## src/design/ihc_pkg.sv

```systemverilog
// shared types, constants and checksum fold for the ipv4 header check
package ihc_pkg;

   localparam int WORD_W    = 16;
   localparam int SUM_W     = 21;
   localparam int COUNT_W   = 5;
   localparam int IHL_W     = 4;
   localparam int RSP_W     = 56;

   localparam logic [IHL_W-1:0]   MIN_IHL       = 4'd5;
   localparam logic [IHL_W-1:0]   VERSION_V4    = 4'd4;
   localparam logic [COUNT_W-1:0] MAX_SPAN      = 5'd30;
   localparam logic [COUNT_W-1:0] FRAG_WORD_IDX = 5'd3;
   localparam logic [COUNT_W-1:0] TTL_WORD_IDX  = 5'd4;
   localparam int                 DF_BIT        = 14;
   localparam int                 MF_BIT        = 13;

   typedef enum logic [1:0] {
      STATUS_OK       = 2'd0,
      STATUS_CSUM_ERR = 2'd1,
      STATUS_BAD_HDR  = 2'd2
   } status_type;

   typedef struct packed {
      logic [7:0]   protocol;
      logic [7:0]   time_to_live;
      logic         is_fragment;
      logic [12:0]  frag_offset;
      logic         more_fragments;
      logic         dont_fragment;
      logic [3:0]   header_len_words;
      logic [15:0]  checksum_value;
      status_type   status;
   } rsp_type;

   function automatic logic [WORD_W-1:0] fold_csum(input logic [SUM_W-1:0] s);
      logic [WORD_W:0] s1;
      logic [WORD_W:0] s2;
      s1 = {1'b0, s[WORD_W-1:0]} + {12'd0, s[SUM_W-1:WORD_W]};
      s2 = {1'b0, s1[WORD_W-1:0]} + {16'd0, s1[WORD_W]};
      return ~s2[WORD_W-1:0];
   endfunction

endpackage

```

## src/design/ihc_accum.sv

```systemverilog
// per-header word counter, checksum accumulator and field capture
module ihc_accum (
   input  logic                               clock,
   input  logic                               reset,
   input  logic                               step,
   input  logic [ihc_pkg::WORD_W-1:0]         word,
   output logic                               last_word,
   output ihc_pkg::rsp_type                   rsp
);
   import ihc_pkg::*;

   logic [COUNT_W-1:0] word_count_ff, word_count_in;
   logic [SUM_W-1:0]   running_sum_ff, running_sum_in;
   logic [IHL_W-1:0]   ihl_ff, ihl_in;
   logic [IHL_W-1:0]   version_ff, version_in;
   logic [WORD_W-1:0]  frag_ff, frag_in;
   logic [WORD_W-1:0]  ttl_proto_ff, ttl_proto_in;

   logic               sum_en;
   logic [SUM_W-1:0]   sum_cur;
   logic [IHL_W-1:0]   ihl_eff;
   logic [COUNT_W-1:0] span;
   logic [COUNT_W:0]   count_next;
   logic [WORD_W-1:0]  csum;

   always_comb begin
      ihl_in       = (word_count_ff == '0) ? word[11:8] : ihl_ff;
      version_in   = (word_count_ff == '0) ? word[15:12] : version_ff;
      frag_in      = (word_count_ff == FRAG_WORD_IDX) ? word : frag_ff;
      ttl_proto_in = (word_count_ff == TTL_WORD_IDX) ? word : ttl_proto_ff;

      sum_en     = word_count_ff < {ihl_in, 1'b0};
      sum_cur    = running_sum_ff + (sum_en ? {5'd0, word} : '0);
      ihl_eff    = (ihl_in < MIN_IHL) ? MIN_IHL : ihl_in;
      span       = {ihl_eff, 1'b0};
      count_next = {1'b0, word_count_ff} + 6'd1;
      last_word  = count_next >= {1'b0, span};

      word_count_in  = last_word ? '0 : count_next[COUNT_W-1:0];
      running_sum_in = last_word ? '0 : sum_cur;

      csum = fold_csum(sum_cur);
      rsp.checksum_value   = csum;
      rsp.header_len_words = ihl_in;
      rsp.dont_fragment    = frag_in[DF_BIT];
      rsp.more_fragments   = frag_in[MF_BIT];
      rsp.frag_offset      = frag_in[12:0];
      rsp.is_fragment      = frag_in != '0;
      rsp.time_to_live     = ttl_proto_in[15:8];
      rsp.protocol         = ttl_proto_in[7:0];
      if (csum != '0) begin
         rsp.status = STATUS_CSUM_ERR;
      end else if (version_in != VERSION_V4 || ihl_in < MIN_IHL) begin
         rsp.status = STATUS_BAD_HDR;
      end else begin
         rsp.status = STATUS_OK;
      end
   end

   always_ff @(posedge clock) begin
      if (reset) begin
         word_count_ff  <= '0;
         running_sum_ff <= '0;
      end else if (step) begin
         word_count_ff  <= word_count_in;
         running_sum_ff <= running_sum_in;
      end
   end

   always_ff @(posedge clock) begin
      if (step) begin
         ihl_ff       <= ihl_in;
         version_ff   <= version_in;
         frag_ff      <= frag_in;
         ttl_proto_ff <= ttl_proto_in;
      end
   end

`ifndef SYNTHESIS
   a_count_in_span: assert property (@(posedge clock) disable iff (reset)
      word_count_ff < MAX_SPAN)
      else $error("word count beyond longest header");
   a_sum_clear_at_start: assert property (@(posedge clock) disable iff (reset)
      word_count_ff == '0 |-> running_sum_ff == '0)
      else $error("sum not cleared at header start");
   a_ok_needs_v4: assert property (@(posedge clock) disable iff (reset)
      step && last_word && rsp.status == STATUS_OK |->
         version_in == VERSION_V4 && ihl_in >= MIN_IHL)
      else $error("ok status on bad header");
`endif

endmodule

```

## src/design/ipv4_header_check.sv

```systemverilog
// ipv4 header check top level: input register, header accumulator, result register
//
//  channel  dir  ports          payload
//  req      in   req_t*         tdata[15:0] header_word
//  rsp      out  rsp_t*         tdata[53:0] protocol .. status, one item per header
//
//  one header word per cycle unless a held result stalls; each word is registered at the
//  input, then the accumulator takes it and the result register captures the item on the last word
//  reset clears the word count, the running sum and both valid flags
//  a held result stalls only the header's last word; other words keep flowing
module ipv4_header_check (
   input  logic                      clock,
   input  logic                      reset,
   input  logic                      req_tvalid,
   output logic                      req_tready,
   input  logic [15:0]               req_tdata,   // [15:0] header_word
   output logic                      rsp_tvalid,
   input  logic                      rsp_tready,
   output logic [ihc_pkg::RSP_W-1:0] rsp_tdata    // status, checksum_value,
                                                  // header_len_words, dont_fragment,
                                                  // more_fragments, frag_offset,
                                                  // is_fragment, time_to_live, protocol
);
   import ihc_pkg::*;

   logic               in_valid_ff, in_valid_in;
   logic [WORD_W-1:0]  in_word_ff;
   logic               rsp_valid_ff, rsp_valid_in;
   rsp_type            rsp_ff;
   rsp_type            rsp_next;
   logic               last_word;
   logic               advance;
   logic               rsp_free;

   ihc_accum u_accum (
      .clock     (clock),
      .reset     (reset),
      .step      (advance),
      .word      (in_word_ff),
      .last_word (last_word),
      .rsp       (rsp_next)
   );

   always_comb begin
      rsp_free     = !rsp_valid_ff || rsp_tready;
      advance      = in_valid_ff && (!last_word || rsp_free);
      req_tready   = !in_valid_ff || advance;
      in_valid_in  = req_tvalid || (in_valid_ff && !advance);
      rsp_valid_in = (advance && last_word) || (rsp_valid_ff && !rsp_tready);
   end

   always_ff @(posedge clock) begin
      if (reset) begin
         in_valid_ff  <= 1'b0;
         rsp_valid_ff <= 1'b0;
      end else begin
         if (req_tready) begin
            in_valid_ff <= in_valid_in;
         end
         rsp_valid_ff <= rsp_valid_in;
      end
   end

   always_ff @(posedge clock) begin
      if (req_tvalid && req_tready) begin
         in_word_ff <= req_tdata;
      end
      if (advance && last_word) begin
         rsp_ff <= rsp_next;
      end
   end

   assign rsp_tvalid = rsp_valid_ff;
   assign rsp_tdata  = {2'b00, rsp_ff};

`ifndef SYNTHESIS
   a_reset_empty: assert property (@(posedge clock)
      reset |=> !rsp_valid_ff && !in_valid_ff)
      else $error("valid flags not cleared by reset");
   a_held_word_kept: assert property (@(posedge clock) disable iff (reset)
      in_valid_ff && !advance |=> in_valid_ff && $stable(in_word_ff))
      else $error("stalled header word lost");
   a_stall_only_full: assert property (@(posedge clock) disable iff (reset)
      !req_tready |-> in_valid_ff && last_word && rsp_valid_ff)
      else $error("input stalled without a held result");
   a_csum_zero_unless_err: assert property (@(posedge clock) disable iff (reset)
      rsp_valid_ff && rsp_ff.status != STATUS_CSUM_ERR |-> rsp_ff.checksum_value == '0)
      else $error("nonzero checksum without checksum error");
`endif

endmodule

```

## config.mk

```make
export PLATFORM = sky130hd
export DESIGN_NAME = ipv4_header_check
export DESIGN_NICKNAME = d
export VERILOG_FILES = /design/src/design/ihc_pkg.sv /design/src/design/ihc_accum.sv /design/src/design/ipv4_header_check.sv
export SDC_FILE = /design/constraint.sdc
export NUM_CORES = 1
export LEC_CHECK = 0
export ABC_AREA = 1
export BUFFER_PORTS_ARGS = -buffer_cell sky130_fd_sc_hd__buf_2
export CAP_MARGIN = 10
export CORE_ASPECT_RATIO = 1.5
export CORE_UTILIZATION = 55
export CTS_BUF_LIST = sky130_fd_sc_hd__clkbuf_8
export DETAILED_ROUTE_END_ITERATION = 8
export GPL_TIMING_DRIVEN = 0
export PLACE_DENSITY = 0.73
export SYNTH_ARGS = -nofsm -noshare
export SYNTH_HDL_FRONTEND = slang
export SYNTH_SLANG_ARGS = --single-unit
```

## constraint.sdc

```tcl
create_clock -name clock -period 9.1 [get_ports clock]
set_input_delay 1.82 -clock clock [delete_from_list [all_inputs] [get_ports clock]]
set_output_delay 1.82 -clock clock [all_outputs]
set_load 0.1 [all_outputs]
```

== After elaboration in Yosys (flattened, before gate mapping) ==
Index checks and enable logic that the tools add are counted.

* Register bits after elaboration: 138
* Bits of input ports: 20
* Output and inout bits: 58
* Logic and storage cells: 57

* $add $sub $neg: 4
* Order comparisons: 3
* Equality and inequality tests: 3
* Muxes and demuxes: 9
* Bitwise logic cells: 1
* Reductions and logical operators: 19

{| class="wikitable"
|+ Operators with widths
! operator !! number
|-
| $mux W16 || 3
|-
| $reduce_bool A16 Y1 || 2
|-
| $add A21 B21 Y21 || 1
|-
| $mux W21 || 1
|-
| $add A16 B5 Y17 || 1
|-
| $add A16 B1 Y16 || 1
|-
| $not A16 Y16 || 1
|-
| $mux W4 || 3
|-
| $add A5 B1 Y6 const B || 1
|-
| $ge A6 B5 Y1 || 1
|-
| $logic_or A1 B1 Y1 || 6
|-
| $eq A5 B2 Y1 const B || 1
|-
| $eq A5 B3 Y1 const B || 1
|-
| $logic_and A1 B1 Y1 || 5
|-
| $logic_not A1 Y1 || 5
|-
| $logic_not A5 Y1 || 1
|-
| $lt A5 B5 Y1 || 1
|-
| $mux W5 || 1
|-
| $lt A4 B3 Y1 const B || 1
|-
| $ne A4 B3 Y1 const B || 1
|-
| $mux W2 || 1
|}

== Longest topological paths before layout ==
Gate-level depths: netlist (run 1).

* Depth after elaboration: 11
* Depth in mapped cells: 56
* Mapped depth without buffers: 54

== Cells and area by module ==
A second synthesis (run 1) with hierarchy kept.

* Cells, all modules: 844
* Area total of the unflattened synthesis: 7374.6 um^2

{| class="wikitable"
|+ Modules (own cells, without submodules)
! module !! times used !! cells an instance !! area each (um^2) !! sequential area each (um^2)
|-
| ihc_accum || 1 || 752 || 5132.4 || 1721.7
|-
| ipv4_header_check || 1 || 92 || 2242.2 || 2142.1
|}

== Worst setup path before layout (run 1) ==
No wires, ideal clock.

* Kind: reg-to-reg
* From: register u_accum.word_count_ff[0]
* To: register rsp_ff, in the netlist rsp_tdata[1], data pin
* Library setup time: 263 ps
* Arrival: 6931 ps
* Data required time: 8837 ps
* Path slack: 1906 ps
* Cell stages (with the launch flop): 57
* Path buffers: 2
* Clock period less this slack: 7194 ps
* Path through: dfxtp_1 inv_1 ha_1 nand3_1 clkbuf_1 nand2_1 o21ai_0 ha_1 a221oi_1 inv_1 a31oi_1 inv_1 clkbuf_1 nor2_1 ha_1 inv_1 fa_1 inv_1 (+21 left out) ha_1 nand2_1 nor2_1 nand3_1 nor2_1 nand3_1 nor2_2 nand2_2 nor2_4 nand2_2 nor2_2 nand2_1 nand2_1 nand2_1 nand2_1 inv_2 nand2_2 nor2_2

* Longest elaborated chain between the ends: 9
* Elaborated cells between the ends (all ways): 14
* Classes of those cells: 3 x add/sub; 2 x order compare; 1 x eq/ne; 4 x mux; 1 x bitwise; 3 x reduce/logical

{| class="wikitable"
|+ RTL lines
! element !! RTL line !! text
|-
| start, declared || ihc_accum.sv:12 || <nowiki>logic [COUNT_W-1:0] word_count_ff, word_count_in;</nowiki>
|-
| start signal, assigned || ihc_accum.sv:65 || <nowiki>word_count_ff <= word_count_in;</nowiki>
|-
| $logic_not A5 Y1 || ihc_accum.sv:27, ihc_accum.sv:28 ||
|-
| $mux W4 || ihc_accum.sv:27 || <nowiki>ihl_in = (word_count_ff == '0) ? word[11:8] : ihl_ff;</nowiki>
|-
| $lt A5 B5 Y1 || ihc_accum.sv:32 || <nowiki>sum_en = word_count_ff < {ihl_in, 1'b0};</nowiki>
|-
| $mux W16 || ihc_accum.sv:33 || <nowiki>sum_cur = running_sum_ff + (sum_en ? {5'd0, word} : '0);</nowiki>
|-
| $add A21 B21 Y21 || ihc_accum.sv:33 ||
|-
| $add A16 B5 Y17 || ihc_pkg.sv:39 || <nowiki>s1 = {1'b0, s[WORD_W-1:0]} + {12'd0, s[SUM_W-1:WORD_W]};</nowiki>
|-
| $add A16 B1 Y16 || ihc_pkg.sv:40 || <nowiki>s2 = {1'b0, s1[WORD_W-1:0]} + {16'd0, s1[WORD_W]};</nowiki>
|-
| $not A16 Y16 || ihc_pkg.sv:41 || <nowiki>return ~s2[WORD_W-1:0];</nowiki>
|-
| $reduce_bool A16 Y1 || ihc_accum.sv:51 || <nowiki>if (csum != '0) begin</nowiki>
|-
| end signal, assigned || ipv4_header_check.sv:69 || <nowiki>rsp_ff <= rsp_next;</nowiki>
|-
| end, declared || ipv4_header_check.sv:29 || <nowiki>rsp_type rsp_ff;</nowiki>
|}

Several ways; a longest one is shown, not always the timed one.
A chain may end at the register's enable or synchronous reset.

==> flow_metrics.py, run 1 <==
metrics = {
    "outcome": {
        "status": "complete, no violations",
    },
    "clock_tree": {
        "clockRootBuffer": "clkbuf_8",
        "htree_levels": 4,
        "clock_latency_ns": 0.46,
        "post-cts-setup-buffers": 0,
        "cts_hold_buf": 0,
        "cts_tree": "built",
        "clock_sinks": 138,
        "clk_pin_slew_ns": 0.08,
        "cts_buffers": 17,
        "cts_buffer_depth": 2,
        "cts_resized": 0,
    },
    "job": {
        "drv_cap": 0,
    },
    "global_route": {
        "grt_pass1_wl_mm": 27.0,
        "grt_max_degree": 29,
        "grt_pass1_vias": 5592,
        "antenna_found_initial": 0,
        "overflow": 0,
        "met3_usage_pct": 5.12,
        "use_met2_pct": 47.0,
        "grt.busiest_layer": "met2",
        "grtUsageMet1_pct": 27.7,
        "track_usage_pct": 25.4,
    },
    "sta": {
        "fin_hold_ws_ns": 0.471,
        "rsz0062_at_grt": "false",
        "hold_viol_final": 0,
        "setup_viol": 0,
        "slew_violations": 0,
        "fmax_mhz": 120,
        "fin_crit_sh_pct": 91.2,
        "period_minus_slack_ns": 8.30,
        "tightest_slew_ns": 0.805,
        "fin_setup_tns_ns": 0,
        "clock_skew_ns": 0.0175,
        "slew_headroom_pct": 46.3,
    },
    "logic_synthesis": {
        "postSynthAreaPerCell_um2": 8.64,
        "ys_ff_latch": 138,
        "syn_area_um2": 7430,
        "synth_async_sr_flop_share_pct": 0,
        "synth.distinct_cells": 35,
        "synth_top_flop_cell": "edfxtp_1",
        "yosysSeqAreaShare_pct": 52.0,
        "syn_inst": 860,
        "yosysWarnings": 0,
        "synth_edf_count": 110,
    },
    "floorplan": {
        "design.core.area_um2": 13100,
        "initial_utilization_pct": 56.8,
        "die_height_um": 144,
        "die-area_um2": 14000,
        "rows": 51,
        "die_w_um": 96.9,
        "pin_count": 78,
    },
    "placement": {
        "port-buffer-count": 74,
        "placed_area_um2": 8060,
        "placed_cells": 1096,
        "place_congestion": 0.956,
        "dpl.hpwl_mm": 13.4,
    },
    "layout": {
        "stdcell_count": 1126,
        "fillers": 1095,
        "final_area_um2": 8460,
        "area_growth_pct": 13.9,
        "drive_above_1_share_pct": 17.4,
        "final_cell_mix": "256 x nand2_1, 111 x inv_1, 110 x edfxtp_1",
        "final_common_cell": "nand2_1",
        "antenna_cells": 0,
        "fin_nets": 1008,
    },
    "setup_path": {
        "slowest_stage": "fa_1",
        "slowest_delay_ns": 0.41,
        "start_kind": "register",
        "worstSetupPathType": "reg2reg",
        "worst_path_most_repeated_cell": "nand2_1",
        "cp-end-kind": "register",
        "cp.arrival_ns": 8.50,
        "critPathBufInv": 8,
        "crit_family": "simple AND/OR/NAND/NOR gates",
        "worstPathMaxFanout": 16,
        "required_ns": 9.30,
    },
    "detailed_routing": {
        "drtAntennaViolNets": 0,
        "viasPerCell": 5.34,
        "drt_iter0_markers": 380,
        "wl_per_cell_um": 15.5,
        "totalWireLength_mm": 17.4,
        "vias": 6017,
        "dr.pass1.iters": 5,
        "drc_errors": 0,
    },
    "power_and_ir_drop": {
        "p_int_w": 0.00107,
        "power.switching_w": 0.000543,
        "pwr-share-seq_pct": 45.0,
        "power_density_nw_per_um2": 190,
        "irDropWorstVdd_mv": 0.0784,
        "power.share.clock_pct": 31.7,
        "p_leak_nw": 3.84,
        "p_sw_share_pct": 33.7,
        "pwr-share-comb_pct": 23.2,
    },
    "worst_hold_path": {
        "hold_path_class": "reg2reg",
    },
}
-- layout make-up --
type	instances	area, um2	share of cell area, %
plain buffers	16	73.8	0.873
clock buffers	17	234	2.77
clock inverters	14	160	1.89
inverters	118	443	5.24
multi-input cells	588	3070	36.3
flip-flops and latches	138	3860	45.7
well taps	159	199	2.35
repair buffers	76	418	4.94
-- cell usage after synthesis (6+ instances only) --
library cell,count,share of area (%)
o21ai_0,43,2.9
nand2_2,17,1.4
inv_1,113,5.7
nor2_2,9,0.76
nand3_2,6,0.81
xor2_1,9,1.1
nor2_1,55,2.8
nand3_1,64,4.3
ha_1,31,5.2
edfxtp_1,110,44
nand2_1,256,13
clkbuf_1,12,0.61
dfxtp_1,28,7.5
xnor2_1,6,0.71
a21oi_1,41,2.8
nor2_4,7,1.1
nand4_1,13,1.1
-- flip-flops by register name, summed over array words and instances (netlist names) --
register / flops
in_valid_ff: 1
in_word_ff: 16
rsp_tdata: 54
rsp_tvalid: 1
u_accum.frag_ff: 16
u_accum.ihl_ff: 4
u_accum.running_sum_ff: 21
u_accum.ttl_proto_ff: 16
u_accum.version_ff: 4
u_accum.word_count_ff: 5
-- power by group through the flow --
stage | sequential (W) | clock, W | combinational (W)
after global routing | 0.000727 | 0.000540 | 0.000413
after global placement | 0.000739 | 0 | 0.000363
after CTS | 0.000725 | 0.000516 | 0.000373
final | 0.000725 | 0.000511 | 0.000374
after floorplan | 0.000773 | 0 | 0.000248
after detailed placement | 0.000739 | 0 | 0.000371
-- cell families after synthesis --
| logic type | Yosys count | synth area share [%] |
|---|---|---|
| buffers and inverters | 135 | 6.96 |
| AND/OR/NAND/NOR | 442 | 26.6 |
| AO/OA/AOI/OAI | 96 | 6.87 |
| adder cells (fa/ha/maj) | 33 | 5.76 |
| XOR/XNOR | 15 | 1.77 |
| flip-flops | 138 | 52.0 |
| other | 1 | 0.0505 |
-- worst register-to-register path: cells and delay by family, from the launching register on --
kind	cells	cell delay, ns
AOI/OAI and AO/OA	3	0.63
xor gates and xnor gates	2	0.45
DFF	1	0.35
and+or+nand+nor	32	3.67
buffers and inverters	8	0.94
adders and majority gates	7	2.02
-- final timing paths --
check,from,end,slack (ns),cells past startpoint
worst min register to register,u_accum.running_sum_ff[3]$_SDFFE_PP0P_,u_accum.running_sum_ff[3]$_SDFFE_PP0P_,0.47,2
worst max-delay path,u_accum.word_count_ff[1]$_SDFFE_PP0P_,rsp_tdata[1]$_SDFFCE_PP0P_,0.80,52
worst min-delay path,u_accum.running_sum_ff[3]$_SDFFE_PP0P_,u_accum.running_sum_ff[3]$_SDFFE_PP0P_,0.47,2
worst max register to register,u_accum.word_count_ff[1]$_SDFFE_PP0P_,rsp_tdata[1]$_SDFFCE_PP0P_,0.80,52
-- per-stage QoR --
step           worst slack, ns  util, %  power [W]
2_1_floorplan             1.91        -    0.00102
3_5_place_dp             0.286     61.6    0.00111
3_3_place_gp             0.417     61.2    0.00110
4_1_cts                  0.230     64.6    0.00161
6_report                 0.797     64.7    0.00161
5_1_grt                 0.0469     64.7    0.00168
-- metal layers --
metal	share of wire, %	up-vias
li1	-	3028
met3	4.6	45
met2	53	195
met4	4.0	0
met5	0	-
met1	39	2749
(Power assumes the default switching activity.)
==> run 2, diff against run 1 <==
--- a/config.mk
+++ b/config.mk
@@ -13,7 +13,7 @@
 export CTS_BUF_LIST = sky130_fd_sc_hd__clkbuf_8
 export DETAILED_ROUTE_END_ITERATION = 8
 export GPL_TIMING_DRIVEN = 0
-export PLACE_DENSITY = 0.73
+export PLACE_DENSITY_LB_ADDON = 0.2
 export SYNTH_ARGS = -nofsm -noshare
 export SYNTH_HDL_FRONTEND = slang
 export SYNTH_SLANG_ARGS = --single-unit
==> constraint.sdc (replaced) <==
create_clock -name clock -period 8.66 [get_ports clock]
set_input_delay 1.732 -clock clock [delete_from_list [all_inputs] [get_ports clock]]
set_output_delay 1.732 -clock clock [all_outputs]
set_load 0.1 [all_outputs]
==> run 2 against run 1 <==
Combinational power rose by 4%. Fmax rose by 4.6%. Routed wire length fell by 7.0%. First-iteration DRC count fell by 36%. Clock-buffer cell count did not move. Final cell count rose by 0.62%. Worst setup slack got worse by 0.076 ns. Hold slack got worse by 0.0042 ns. Global-route usage fell by 1.2 points. Die area did not move. Sequential share of layout area fell by 0.44 points. Flip-flop and latch count did not move. Largest power group unchanged.
==> flow_metrics.py, run 2 (same netlist as run 1, synthesis figures left out) <==
metrics = {
    "outcome": {
        "status": "complete, no violations",
    },
    "detailed_routing": {
        "drc_errors": 0,
        "viasPerCell": 5.20,
        "vias": 5888,
        "drt_iter0_markers": 242,
        "wl_per_cell_um": 14.3,
        "dr.pass1.iters": 4,
        "drtAntennaViolNets": 0,
        "totalWireLength_mm": 16.2,
    },
    "setup_path": {
        "worstSetupPathType": "reg2reg",
        "cp.arrival_ns": 8.12,
        "start_kind": "register",
        "startpoint": "u_accum.word_count_ff[1]$_SDFFE_PP0P_",
        "r2r_slack_ns": 0.72,
        "slowest_delay_ns": 0.41,
        "cp-end-kind": "register",
        "worstPathMaxFanout": 10,
        "worst_path_most_repeated_cell": "nand2_1",
        "cp-endpoint": "rsp_tdata[1]$_SDFFCE_PP0P_",
        "rr_startpoint": "u_accum.word_count_ff[1]$_SDFFE_PP0P_",
        "required_ns": 8.84,
        "reg2regPathDepth": 52,
        "slowest_stage": "fa_1",
        "worst_r2r_endpoint": "rsp_tdata[1]$_SDFFCE_PP0P_",
    },
    "layout": {
        "fin_nets": 1014,
        "drive_above_1_share_pct": 18.6,
        "final_cell_mix": "255 x nand2_1, 112 x inv_1, 110 x edfxtp_1",
        "area_growth_pct": 15.0,
        "largest_register_ffs": 54,
        "final_area_um2": 8540,
        "fillers": 1098,
        "antenna_cells": 0,
        "multiInputGateArea_um2": 3120,
        "final_common_cell": "nand2_1",
        "seqCellArea_um2": 3860,
    },
    "clock_tree": {
        "cts_hold_buf": 0,
        "htree_levels": 4,
        "clock_latency_ns": 0.44,
        "cts_tree": "built",
        "cts_buffers": 17,
        "clockRootBuffer": "clkbuf_8",
        "clk_pin_slew_ns": 0.08,
        "cts_buffer_depth": 2,
        "clock_sinks": 138,
    },
    "placement": {
        "place_congestion": 0.932,
        "placed_area_um2": 8050,
        "dpl.hpwl_mm": 12.6,
        "port-buffer-count": 74,
    },
    "worst_hold_path": {
        "hold_path_class": "reg2reg",
    },
    "floorplan": {
        "rows": 51,
        "pin_count": 78,
        "initial_utilization_pct": 56.8,
        "die_height_um": 144,
        "die_w_um": 96.9,
        "design.core.area_um2": 13100,
        "die-area_um2": 14000,
    },
    "sta": {
        "slew_violations": 0,
        "fmax_mhz": 126,
        "slew_headroom_pct": 52.2,
        "tightest_slew_ns": 0.717,
        "period_minus_slack_ns": 7.94,
        "clock_skew_ns": 0.0138,
        "hold_viol_final": 0,
        "setup_viol": 0,
        "fin_crit_sh_pct": 91.7,
    },
    "global_route": {
        "grt_pass1_wl_mm": 26.4,
        "overflow": 0,
        "grt_pass1_vias": 5613,
        "track_usage_pct": 24.2,
        "grt_max_degree": 38,
        "antenna_found_initial": 0,
    },
    "power_and_ir_drop": {
        "p_leak_nw": 3.87,
        "power_density_nw_per_um2": 194,
        "irDropWorstVdd_mv": 0.0930,
        "p_total_w": 0.00166,
    },
    "job": {
        "drv_cap": 0,
    },
}
-- run 2: cell types whose count changed in the layout (fill, tap and decap cells not counted), sizes merged --
cell | before | now
inv | 126 | 122
clkbuf | 28 | 27
buf | 81 | 88
clkinv | 1 | 6
-- run 2: through the flow --
| step | hold slack [ns] | TNS, ns | std cells | util, % | setup slack [ns] |
|---|---|---|---|---|---|
| 6_report | 0.467 | 0 | 1133 | 65.3 | 0.722 |
| 5_1_grt | 0.490 | -0.0305 | 1133 | 65.3 | -0.0305 |
| 4_1_cts | 0.471 | 0 | 1127 | 64.6 | 0.0584 |
| 3_5_place_dp | 0.462 | -1.92 | 1096 | 61.5 | -0.518 |
| 3_3_place_gp | 0.455 | -0.920 | 1094 | 61.2 | -0.337 |
| 2_1_floorplan | 0.445 | 0 | 861 | - | 1.47 |
-- run 2: final cells by class --
class / count / share of cell area, %
Buffer: 16 / 0.908
Clock buffer: 17 / 2.74
Sequential cell: 138 / 45.3
Multi-Input combinational cell: 588 / 36.5
Tap cell: 159 / 2.33
Timing Repair Buffer: 82 / 5.33
Clock inverter: 15 / 1.77
Inverter: 118 / 5.19
-- run 2: how the worst min path moves through the flow --
stage	startpoint	to	slack, ns	cells past startpoint
2_1_floorplan	u_accum.running_sum_ff[0]$_SDFFE_PP0P_	u_accum.running_sum_ff[0]$_SDFFE_PP0P_	0.45	2
3_3_place_gp	u_accum.running_sum_ff[5]$_SDFFE_PP0P_	u_accum.running_sum_ff[5]$_SDFFE_PP0P_	0.45	2
3_5_place_dp	u_accum.running_sum_ff[15]$_SDFFE_PP0P_	u_accum.running_sum_ff[15]$_SDFFE_PP0P_	0.46	2
4_1_cts	u_accum.running_sum_ff[4]$_SDFFE_PP0P_	u_accum.running_sum_ff[4]$_SDFFE_PP0P_	0.47	2
5_1_grt	u_accum.running_sum_ff[15]$_SDFFE_PP0P_	u_accum.running_sum_ff[15]$_SDFFE_PP0P_	0.49	2
6_report	u_accum.running_sum_ff[4]$_SDFFE_PP0P_	u_accum.running_sum_ff[4]$_SDFFE_PP0P_	0.47	2
-- run 2: per-layer routing --
metal / vias to the layer above / part of all wire, % / track usage [%]
li1: 3036 / - / -
met1: 2675 / 41 / 26.4
met2: 144 / 51 / 45.7
met3: 33 / 3.4 / 4.06
met4: 0 / 4.2 / 11.2
met5: - / 0 / 0
-- run 2: worst max-delay path: cells and delay by family, from the launching register on --
family	cells	cell delay (ns)
compound gates	3	0.53
xor+xnor	2	0.36
fa+ha+maj	7	1.99
buf+inv	8	0.80
flops	1	0.34
simple gates	32	3.67
-- run 2: power by group --
part           internal [W]  switching, W  leakage [nW]
registers          0.000751     0.0000113          1.25
logic              0.000113      0.000274          2.43
clock network      0.000256      0.000255         0.189
-- run 2: what timing repair did --
item	4_1_cts	5_1_grt
gates resized for setup	5	16
setup endpoints to repair	9	10
pin swaps	0	1
buffers inserted	0	6
